$ cat src/vrq_pkg.sv
// vrq_pkg: shared types and codes for the variable-length record ring queue.
// Used by vrq_mem, vrq_ctrl and variable_record_ring_queue.
`default_nettype none
package vrq_pkg;

  localparam int OFS_W   = 17;
  localparam int COUNT_W = 12;

  localparam logic       MODE_ENQ = 1'b0;
  localparam logic       MODE_DEQ = 1'b1;

  localparam logic [1:0] ST_OK        = 2'd0;
  localparam logic [1:0] ST_TOO_LARGE = 2'd1;
  localparam logic [1:0] ST_NO_SPACE  = 2'd2;
  localparam logic [1:0] ST_EMPTY     = 2'd3;

  localparam logic [COUNT_W-1:0] COUNT_MAX = {COUNT_W{1'b1}};

  typedef enum logic [1:0] {
    S_IDLE,
    S_ENQ_LINK,
    S_DEQ_DATA
  } state_t;

  typedef struct packed {
    logic        mode;
    logic [15:0] payload_size;
    logic [2:0]  record_kind;
    logic [31:0] message_id;
    logic [7:0]  source_id;
    logic [7:0]  dest_id;
  } in_item_t;

  typedef struct packed {
    logic [1:0]         status;
    logic [15:0]        record_offset;
    logic [15:0]        out_payload_size;
    logic [2:0]         out_record_kind;
    logic [31:0]        out_message_id;
    logic [7:0]         out_source_id;
    logic [7:0]         out_dest_id;
    logic [COUNT_W-1:0] records_held;
    logic [31:0]        enqueue_attempts;
    logic [31:0]        enqueue_drops;
  } out_item_t;

  typedef struct packed {
    logic [15:0] payload_size;
    logic [2:0]  record_kind;
    logic [31:0] message_id;
    logic [7:0]  source_id;
    logic [7:0]  dest_id;
  } hdr_t;

  typedef struct packed {
    logic             hdr_we;
    logic [OFS_W-1:0] hdr_wofs;
    hdr_t             hdr_wdata;
    logic             link_we;
    logic [OFS_W-1:0] link_wofs;
    logic [OFS_W-1:0] link_wdata;
    logic             rd_en;
    logic [OFS_W-1:0] rd_ofs;
  } mem_req_t;

endpackage
`default_nettype wire

$ cat src/vrq_ctrl.sv
// vrq_ctrl: command sequencer, ring offsets, counters and result register.
// Drives vrq_mem through mem_req_t. Depends on vrq_pkg.
`default_nettype none
module vrq_ctrl #(
  parameter int QUEUE_BYTES       = 65536,
  parameter int HEADER_BYTES      = 24,
  parameter int MAX_PAYLOAD_BYTES = 4096
) (
  input  wire logic                    clk,
  input  wire logic                    rst,
  input  wire logic                    start,
  output logic                         busy,
  input  wire vrq_pkg::in_item_t       cmd,
  output logic                         done,
  output vrq_pkg::out_item_t           result,
  output vrq_pkg::mem_req_t            mem_req,
  input  wire vrq_pkg::hdr_t           hdr_rdata,
  input  wire logic [vrq_pkg::OFS_W-1:0] link_rdata
);
  import vrq_pkg::*;

  localparam int HdrSpan = ((HEADER_BYTES + 7) / 8) * 8;
  localparam logic [OFS_W-1:0] QBytes   = OFS_W'(QUEUE_BYTES);
  localparam logic [OFS_W-1:0] SpanOfs  = OFS_W'(HdrSpan);
  localparam logic [OFS_W-1:0] MaxAlign = OFS_W'(MAX_PAYLOAD_BYTES);

  state_t             state, state_next;
  logic [OFS_W-1:0]   head, head_next;
  logic [OFS_W-1:0]   tail, tail_next;
  logic [OFS_W-1:0]   free, free_next;
  logic [COUNT_W-1:0] count, count_next;
  logic [31:0]        attempts, attempts_next;
  logic [31:0]        drops, drops_next;
  logic [OFS_W-1:0]   pend_ofs, pend_ofs_next;
  logic [OFS_W-1:0]   pend_val, pend_val_next;
  out_item_t          res, res_next;
  logic               done_next;

  // enqueue placement
  logic             empty;
  logic [OFS_W-1:0] aligned, need, h_e, t_e, f_e, room, target;
  logic             too_large, no_space;

  always_comb begin
    empty     = (count == '0);
    aligned   = ({1'b0, cmd.payload_size} + OFS_W'(7)) & ~OFS_W'(7);
    too_large = (aligned > MaxAlign);
    need      = SpanOfs + aligned;
    h_e       = empty ? '0 : head;
    t_e       = empty ? '0 : tail;
    f_e       = empty ? '0 : free;
    room      = (f_e >= QBytes) ? '0 : QBytes - f_e;
    target    = f_e;
    no_space  = 1'b0;
    if (count == COUNT_MAX) begin
      no_space = 1'b1;
    end else if (!empty && f_e == h_e) begin
      no_space = 1'b1;
    end else if (f_e >= h_e) begin
      if (room < need) begin
        if (h_e < need) begin
          no_space = 1'b1;
        end else begin
          target = '0;
        end
      end
    end else if (h_e - f_e < need) begin
      no_space = 1'b1;
    end
  end

  always_ff @(posedge clk) begin
    if (rst) begin
      state    <= S_IDLE;
      head     <= '0;
      tail     <= '0;
      free     <= '0;
      count    <= '0;
      attempts <= '0;
      drops    <= '0;
      done     <= 1'b0;
    end else begin
      state    <= state_next;
      head     <= head_next;
      tail     <= tail_next;
      free     <= free_next;
      count    <= count_next;
      attempts <= attempts_next;
      drops    <= drops_next;
      done     <= done_next;
    end
  end

  always_ff @(posedge clk) begin
    res      <= res_next;
    pend_ofs <= pend_ofs_next;
    pend_val <= pend_val_next;
  end

  always_comb begin
    state_next    = state;
    head_next     = head;
    tail_next     = tail;
    free_next     = free;
    count_next    = count;
    attempts_next = attempts;
    drops_next    = drops;
    pend_ofs_next = pend_ofs;
    pend_val_next = pend_val;
    res_next      = res;
    done_next     = 1'b0;
    mem_req       = '0;
    busy          = (state != S_IDLE);

    case (state)
      S_IDLE: begin
        if (start) begin
          res_next = '0;
          if (cmd.mode == MODE_ENQ) begin
            attempts_next = attempts + 32'd1;
            res_next.enqueue_attempts = attempts + 32'd1;
            res_next.enqueue_drops    = drops;
            res_next.records_held     = count;
            if (too_large || no_space) begin
              drops_next             = drops + 32'd1;
              res_next.enqueue_drops = drops + 32'd1;
              res_next.status        = too_large ? ST_TOO_LARGE : ST_NO_SPACE;
              if (!too_large) begin
                head_next = h_e;
                tail_next = t_e;
                free_next = f_e;
              end
              done_next = 1'b1;
            end else begin
              mem_req.hdr_we                 = 1'b1;
              mem_req.hdr_wofs               = target;
              mem_req.hdr_wdata.payload_size = cmd.payload_size;
              mem_req.hdr_wdata.record_kind  = cmd.record_kind;
              mem_req.hdr_wdata.message_id   = cmd.message_id;
              mem_req.hdr_wdata.source_id    = cmd.source_id;
              mem_req.hdr_wdata.dest_id      = cmd.dest_id;
              mem_req.link_we                = !empty;
              mem_req.link_wofs              = t_e;
              mem_req.link_wdata             = target;
              head_next              = h_e;
              tail_next              = target;
              free_next              = target + need;
              count_next             = count + COUNT_W'(1);
              pend_ofs_next          = target;
              pend_val_next          = target + need;
              res_next.status        = ST_OK;
              res_next.record_offset = target[15:0];
              res_next.records_held  = count + COUNT_W'(1);
              state_next             = S_ENQ_LINK;
            end
          end else begin
            res_next.enqueue_attempts = attempts;
            res_next.enqueue_drops    = drops;
            res_next.records_held     = count;
            if (empty) begin
              res_next.status = ST_EMPTY;
              done_next       = 1'b1;
            end else begin
              mem_req.rd_en = 1'b1;
              mem_req.rd_ofs = head;
              state_next    = S_DEQ_DATA;
            end
          end
        end
      end
      S_ENQ_LINK: begin
        mem_req.link_we    = 1'b1;
        mem_req.link_wofs  = pend_ofs;
        mem_req.link_wdata = pend_val;
        done_next          = 1'b1;
        state_next         = S_IDLE;
      end
      S_DEQ_DATA: begin
        res_next.status           = ST_OK;
        res_next.record_offset    = head[15:0];
        res_next.out_payload_size = hdr_rdata.payload_size;
        res_next.out_record_kind  = hdr_rdata.record_kind;
        res_next.out_message_id   = hdr_rdata.message_id;
        res_next.out_source_id    = hdr_rdata.source_id;
        res_next.out_dest_id      = hdr_rdata.dest_id;
        res_next.records_held     = count - COUNT_W'(1);
        head_next                 = link_rdata;
        count_next                = count - COUNT_W'(1);
        done_next                 = 1'b1;
        state_next                = S_IDLE;
      end
      default: begin
        state_next = S_IDLE;
      end
    endcase
  end

  assign result = res;

endmodule
`default_nettype wire
$ cat config.mk
export PLATFORM = sky130hd
export DESIGN_NAME = vrq_ctrl
export DESIGN_NICKNAME = d
export VERILOG_FILES = /design/src/vrq_pkg.sv /design/src/vrq_ctrl.sv
export SDC_FILE = /design/constraint.sdc
export NUM_CORES = 1
export LEC_CHECK = 0
export BUFFER_PORTS_ARGS = -buffer_cell sky130_fd_sc_hd__buf_4
export CAP_MARGIN = 20
export CELL_PAD_IN_SITES_DETAIL_PLACEMENT = 0
export CELL_PAD_IN_SITES_GLOBAL_PLACEMENT = 1
export CORE_UTILIZATION = 30
export DETAILED_ROUTE_END_ITERATION = 10
export PLACE_DENSITY_LB_ADDON = 0.1
export SLEW_MARGIN = 20
export SYNTH_ARGS = -nofsm -noshare
export SYNTH_HDL_FRONTEND = slang
export SYNTH_SLANG_ARGS = --single-unit
$ cat constraint.sdc
create_clock -name clk -period 7.1 [get_ports clk]
set_input_delay 0.71 -clock clk [delete_from_list [all_inputs] [get_ports clk]]
set_output_delay 0.71 -clock clk [all_outputs]
set_load 0.05 [all_outputs]
==> flow_metrics.env, run 1 <==
export IMPL_status="finished clean"
export IMPL_fin_worst_skew_ns=0.0119
export IMPL_cp_data_arrival_time_ns=6.18
export IMPL_synth_edf_count=192
export IMPL_critPathSlowestCell="a221oi_2"
export IMPL_cpPeakStageDelay_ns=0.36
export IMPL_grt_pass1_wl_um=97600
export IMPL_hp_class="in -> reg"
export IMPL_synthTopCellsByArea="edfxtp_1 33%, dfxtp_1 15%, and2_1 6.1%"
export IMPL_post_route_min_period_ns=6.89
export IMPL_path_max_fanout=8
export IMPL_slew_viol_final=0
export IMPL_tightest_slew_ns=1.10
export IMPL_cts_root_buf="clkbuf_16"
export IMPL_drv_cap=0
export IMPL_final_setup_viol_count=0
export IMPL_postRouteAntennaNets=0
export IMPL_multiInputGateArea_um2=9100
export IMPL_via_count=16100
export IMPL_num_rows=88
export IMPL_dp_hpwl_um=48800
export IMPL_track_usage_pct=21.5
export IMPL_clk_path_buf_depth=3
export IMPL_syn_area_per_cell_um2=9.61
export IMPL_fin_crit_sh_pct=97.0
export IMPL_synth_distinct_cells=81
export IMPL_yosysSeqAreaShare_pct=47.3
export IMPL_register_area_um2=8370
export IMPL_p_leak_nw=10.9
export IMPL_clk_pin_slew_ns=0.06
export IMPL_yosysWarnings=0
export IMPL_die_area_um2=60000
export IMPL_globalRouteOverflowTotal=0
export IMPL_grt_max_degree=97
export IMPL_io_buffers=452
export IMPL_die_h_um=245
export IMPL_grt_pass1_vias=15600
export IMPL_final_cell_area_um2=25200
export IMPL_area_growth_pct=42.2
export IMPL_cp_end_kind="primary output"
export IMPL_wl_um=67900
export IMPL_numClockSinks=322
export IMPL_p_per_area_nw_per_um2=304
export IMPL_route_detailed_drc=0
export IMPL_vdd_drop_max_v=0.000181
export IMPL_hold_viol=0
export IMPL_synth_top_cell_area_share_pct=32.6
export IMPL_yosys_area_top_type="edfxtp_1"
export IMPL_gp_congestion=0.858
export IMPL_h_tree_depth=2
export IMPL_coreArea_um2=58000
export IMPL_antenna_found_initial=2
export IMPL_critPathMostFrequentCell="buf_6"
export IMPL_synthFlopType="edfxtp_1"
export IMPL_timing_fmax_mhz=145
export IMPL_crit_required_ns=6.39
export IMPL_start_kind="flop"
export IMPL_num_fill_cells=5687
export IMPL_hold_slack_ns=0.396
export IMPL_placed_cell_area_um2=22900
export IMPL_critPathKind="reg -> out"
export IMPL_cts_buffers_inserted=40
export IMPL_syn_inst=1842
export IMPL_wire_per_inst_um=21.1
export IMPL_final_cell_mix="559 x buf_4, 192 x edfxtp_1, 182 x nand2_1"
export IMPL_synth_seq_cells=322
export IMPL_nets=2652
export IMPL_num_io_pins=456
export IMPL_clk_latency_ns=0.56
export IMPL_cts_tree="built"
export IMPL_final_common_cell="buf_4"
export IMPL_max_slew_margin_rel_pct=26.8
export IMPL_syn_area_um2=17700
export IMPL_dr_pass1_iters=7
export IMPL_fp_dieW_um=245
export IMPL_drtIter0Drc=933
export IMPL_drive_gt1_share_pct=32.7
export IMPL_start_util_pct=30.5
export IMPL_async_flop_share_pct=0
export IMPL_viasPerCell=5.00
==> flip-flops by register name (all words and copies together) (netlist names), 12 cells and up <==
signal / count
attempts: 32
drops: 32
free: 17
count: 12
pend_val: 14
head: 17
tail: 17
pend_ofs: 17
result: 161
==> repair_timing <==
action,in CTS,in global routing
setup buffers,4,12
hold buffers,0,0
endpoints found under the setup margin,119,123
gates cloned,6,7
hold endpoints to repair,0,0
pin swaps,21,30
resized for setup,68,86
==> where the power goes <==
| group | internal, W | switching, W |
|---|---|---|
| Sequential | 0.00234 | 0.000104 |
| Clock | 0.00116 | 0.000848 |
| Combinational | 0.00102 | 0.00219 |
| Total | 0.00452 | 0.00314 |
==> synth_stat cells, types with 30 or more instances <==
cell	n
edfxtp_1	192
nand2_1	187
and2_1	172
nor2_1	167
dfxtp_1	130
clkbuf_1	95
a21oi_1	90
ha_1	79
xor2_1	78
o21ai_0	66
nand3_1	62
xnor2_1	55
inv_1	47
nor3_1	34
or3_1	30
==> path summary, 6_finish.rpt <==
path / from / to / slack (ns) / depth (start not counted)
hold reg to reg: tail[0] / tail[0] / 0.47 / 1
hold / removal: link_rdata[9] / head[9] / 0.40 / 3
setup / recovery: count[0] / mem_req[93] / 0.21 / 30
setup reg to reg: count[0] / free[16] / 0.38 / 33
==> layer usage <==
metal	wire length, um	global-route usage (%)	up-vias
li1	-	-	7747
met1	30600	28.8	7835
met5	13	0	-
met3	2970	3.35	86
met4	1720	6.34	2
met2	32600	35.4	402
==> through the flow <==
stage | setup TNS, ns | worst slack [ns] | std cells | utilization [%] | power (W)
2_1_floorplan | -0.529 | -0.0755 | 1844 | - | 0.00437
3_3_place_gp | -0.138 | -0.0833 | 3111 | 39.4 | 0.00550
3_5_place_dp | -0.411 | -0.221 | 3111 | 39.4 | 0.00550
4_1_cts | -0.164 | -0.0380 | 3194 | 42.4 | 0.00761
5_1_grt | -2.64 | -0.0495 | 3213 | 43.4 | 0.00801
6_report | 0 | 0.210 | 3216 | 43.4 | 0.00767
==> worst max-delay path, delay by kind of cell, from the launching register on <==
kind	cells	cell delay [ns]
AO/OA/AOI/OAI	11	2.08
AND/OR/NAND/NOR	7	1.15
buffers and inverters	7	1.05
adder cells (fa/ha/maj)	3	0.61
flip-flops	1	0.32
multiplexers	1	0.24
XOR/XNOR	1	0.14
==> layout make-up <==
type	count	area share, %
Inverter	48	0.765
Clock inverter	22	0.800
Tap cell	765	3.80
Timing Repair Buffer	637	21.0
Antenna cell	3	0.0298
Clock buffer	51	4.18
Sequential cell	322	33.2
Multi-Input combinational cell	1367	36.2
Timing Repair inverter	1	0.0348
==> logic make-up after synthesis <==
family	Yosys count	share of synthesized area, %
other	1	0.0212
muxes	10	0.650
and+or+nand+nor	807	23.4
DFF	322	47.3
buffers and inverters	155	3.43
adders and majority gates	80	5.69
AOI/OAI and AO/OA	334	13.0
xor gates and xnor gates	133	6.58
No activity file was read; power rests on OpenSTA's default activity.
==> run 2, diff against run 1 <==
clock period = 5.6 ns   (was 7.1 ns; I/O delays follow)
==> run 2 against run 1 <==
Final cell count grew 5.0%. Clock skew rose by 0.0088 ns. Count of clock-buffer cells in the layout did not move. Largest power group unchanged. The flow now finishes with violations (setup timing).
==> flow_metrics.env, run 2 (synthesis gave the netlist of run 1 again) <==
export IMPL_rr_startpoint="count[11]"
export IMPL_cts_tree="built"
export IMPL_coreArea_um2=58000
export IMPL_clk_pin_slew_ns=0.06
export IMPL_violations="setup timing"
export IMPL_placed_cell_area_um2=24800
export IMPL_drtIter0Drc=773
export IMPL_gp_congestion=0.873
export IMPL_num_rows=88
export IMPL_wire_per_inst_um=20.8
export IMPL_r2r_end="free[16]"
export IMPL_dr_pass1_iters=5
export IMPL_largest_register_ffs=161
export IMPL_critPathKind="reg -> out"
export IMPL_timing_fmax_mhz=155
export IMPL_cpPeakStageDelay_ns=0.34
export IMPL_antenna_cells=0
export IMPL_p_leak_nw=12.2
export IMPL_intPower_w=0.00594
export IMPL_status="complete, but fails checks"
export IMPL_num_fill_cells=5383
export IMPL_wl_um=70300
export IMPL_fp_dieW_um=245
export IMPL_hp_class="in -> reg"
export IMPL_final_cell_area_um2=28400
export IMPL_dp_slack_ns=-0.923
export IMPL_via_count=16800
export IMPL_critPathSlowestCell="dfxtp_2"
export IMPL_path_max_fanout=10
export IMPL_power_switching_w=0.00410
export IMPL_drv_cap=0
export IMPL_setup_ws_ns=-0.832
export IMPL_power_frac_seq_pct=30.8
export IMPL_die_area_um2=60000
export IMPL_cp_endpoint="mem_req[80]"
export IMPL_final_common_cell="buf_4"
export IMPL_track_usage_pct=22.6
export IMPL_crit_cells=30
export IMPL_dp_cells=3236
export IMPL_numClockSinks=322
export IMPL_die_h_um=245
export IMPL_rsz0062_at_grt="yes"
export IMPL_hold_viol=0
export IMPL_final_setup_viol_count=149
export IMPL_crit_buf_inv=10
export IMPL_final_cells=3378
export IMPL_globalRouteOverflowTotal=0
export IMPL_clk_path_buf_depth=3
export IMPL_critPathMostFrequentCell="buf_6"
export IMPL_cts_buffers_inserted=40
export IMPL_crit_required_ns=5.04
export IMPL_cp_data_arrival_time_ns=5.87
export IMPL_rrSetupSlack_ns=-0.64
export IMPL_switching_share_pct=40.9
export IMPL_max_slew_margin_rel_pct=25.9
export IMPL_combPwrFrac_pct=45.1
export IMPL_post_route_min_period_ns=6.43
export IMPL_drive_gt1_share_pct=44.5
export IMPL_viasPerCell=4.98
export IMPL_area_growth_pct=60.5
export IMPL_route_detailed_drc=0
export IMPL_fin_crit_sh_pct=115
export IMPL_reg2reg_depth=31
export IMPL_grt_max_degree=109
export IMPL_clk_latency_ns=0.55
export IMPL_fin_util_pct=49.0
export IMPL_grt_pass1_vias=16800
export IMPL_crit_family="compound AO/OA/AOI/OAI gates"
export IMPL_start_util_pct=30.5
export IMPL_h_tree_depth=2
export IMPL_cts_root_buf="clkbuf_16"
export IMPL_slew_viol_final=0
export IMPL_num_io_pins=456
export IMPL_fin_worst_skew_ns=0.0208
export IMPL_power_w=0.0100
export IMPL_p_per_area_nw_per_um2=353
export IMPL_cp_end_kind="primary output"
export IMPL_antenna_found_initial=4
export IMPL_vdd_drop_max_v=0.000245
export IMPL_tightest_slew_ns=1.10
export IMPL_dp_hpwl_um=51700
export IMPL_io_buffers=452
export IMPL_nets=2819
export IMPL_crit_start="count[11]"
export IMPL_postRouteAntennaNets=0
export IMPL_final_cell_mix="635 x buf_4, 192 x edfxtp_1, 171 x nand2_1"
export IMPL_grt_pass1_wl_um=103000
export IMPL_start_kind="flop"
export IMPL_clockPowerShare_pct=24.0
## run 2: worst min-delay path: stages
cell,delay (ns)
buf_4,0.11
nand2_1,0.04
a21oi_1,0.05
## run 2: worst min-delay path by stage
stage / from / end / slack, ns / depth (start not counted)
after floorplan: head[3] / head[3] / 0.45 / 2
after global placement: attempts[1] / attempts[1] / 0.47 / 2
after detailed placement: head[3] / head[3] / 0.46 / 2
after CTS: link_rdata[13] / head[13] / 0.23 / 3
after global routing: link_rdata[10] / head[10] / 0.25 / 3
final: link_rdata[13] / head[13] / 0.25 / 3
## run 2: timing repair
action,in CTS,in global routing
buffers inserted,37,35
hold buffers,0,0
setup endpoints to repair,233,288
gates cloned,13,1
pin swaps,32,61
gates resized for setup,271,147
## run 2: final cells by class
type                    count  area (um^2)  area share, %
clock buffers              51         1090           3.85
clock inverters            20          109          0.383
inverters                  48          218          0.766
multi-input cells        1367        10300           36.4
flip-flops and latches    322         8370           29.4
well taps                 765          957           3.37
repair buffers            805         7330           25.8
## run 2: metal layers
layer	up-vias	wire length, um	global-route usage (%)
li1	8067	-	-
met1	8206	31000	29.7
met2	433	34300	38.2
met3	98	3330	3.95
met4	4	1590	5.68
met5	-	21	0
## run 2: per-stage QoR
| stage | setup TNS (ns) | hold WS (ns) |
|---|---|---|
| 2_1_floorplan | -32.70 | 0.448 |
| 3_3_place_gp | -56.57 | 0.466 |
| 3_5_place_dp | -66.05 | 0.462 |
| 4_1_cts | -89.63 | 0.228 |
| 5_1_grt | -138.14 | 0.247 |
| 6_report | -91.26 | 0.254 |
## run 2: power by group through the flow
stage               Combinational (W)  Sequential (W)  Clock, W
finish                        0.00453         0.00309   0.00241
global route                  0.00479         0.00313   0.00257
CTS                           0.00436         0.00310   0.00248
detailed placement            0.00409         0.00315         0
global placement              0.00409         0.00314         0
floorplan                     0.00158         0.00418         0
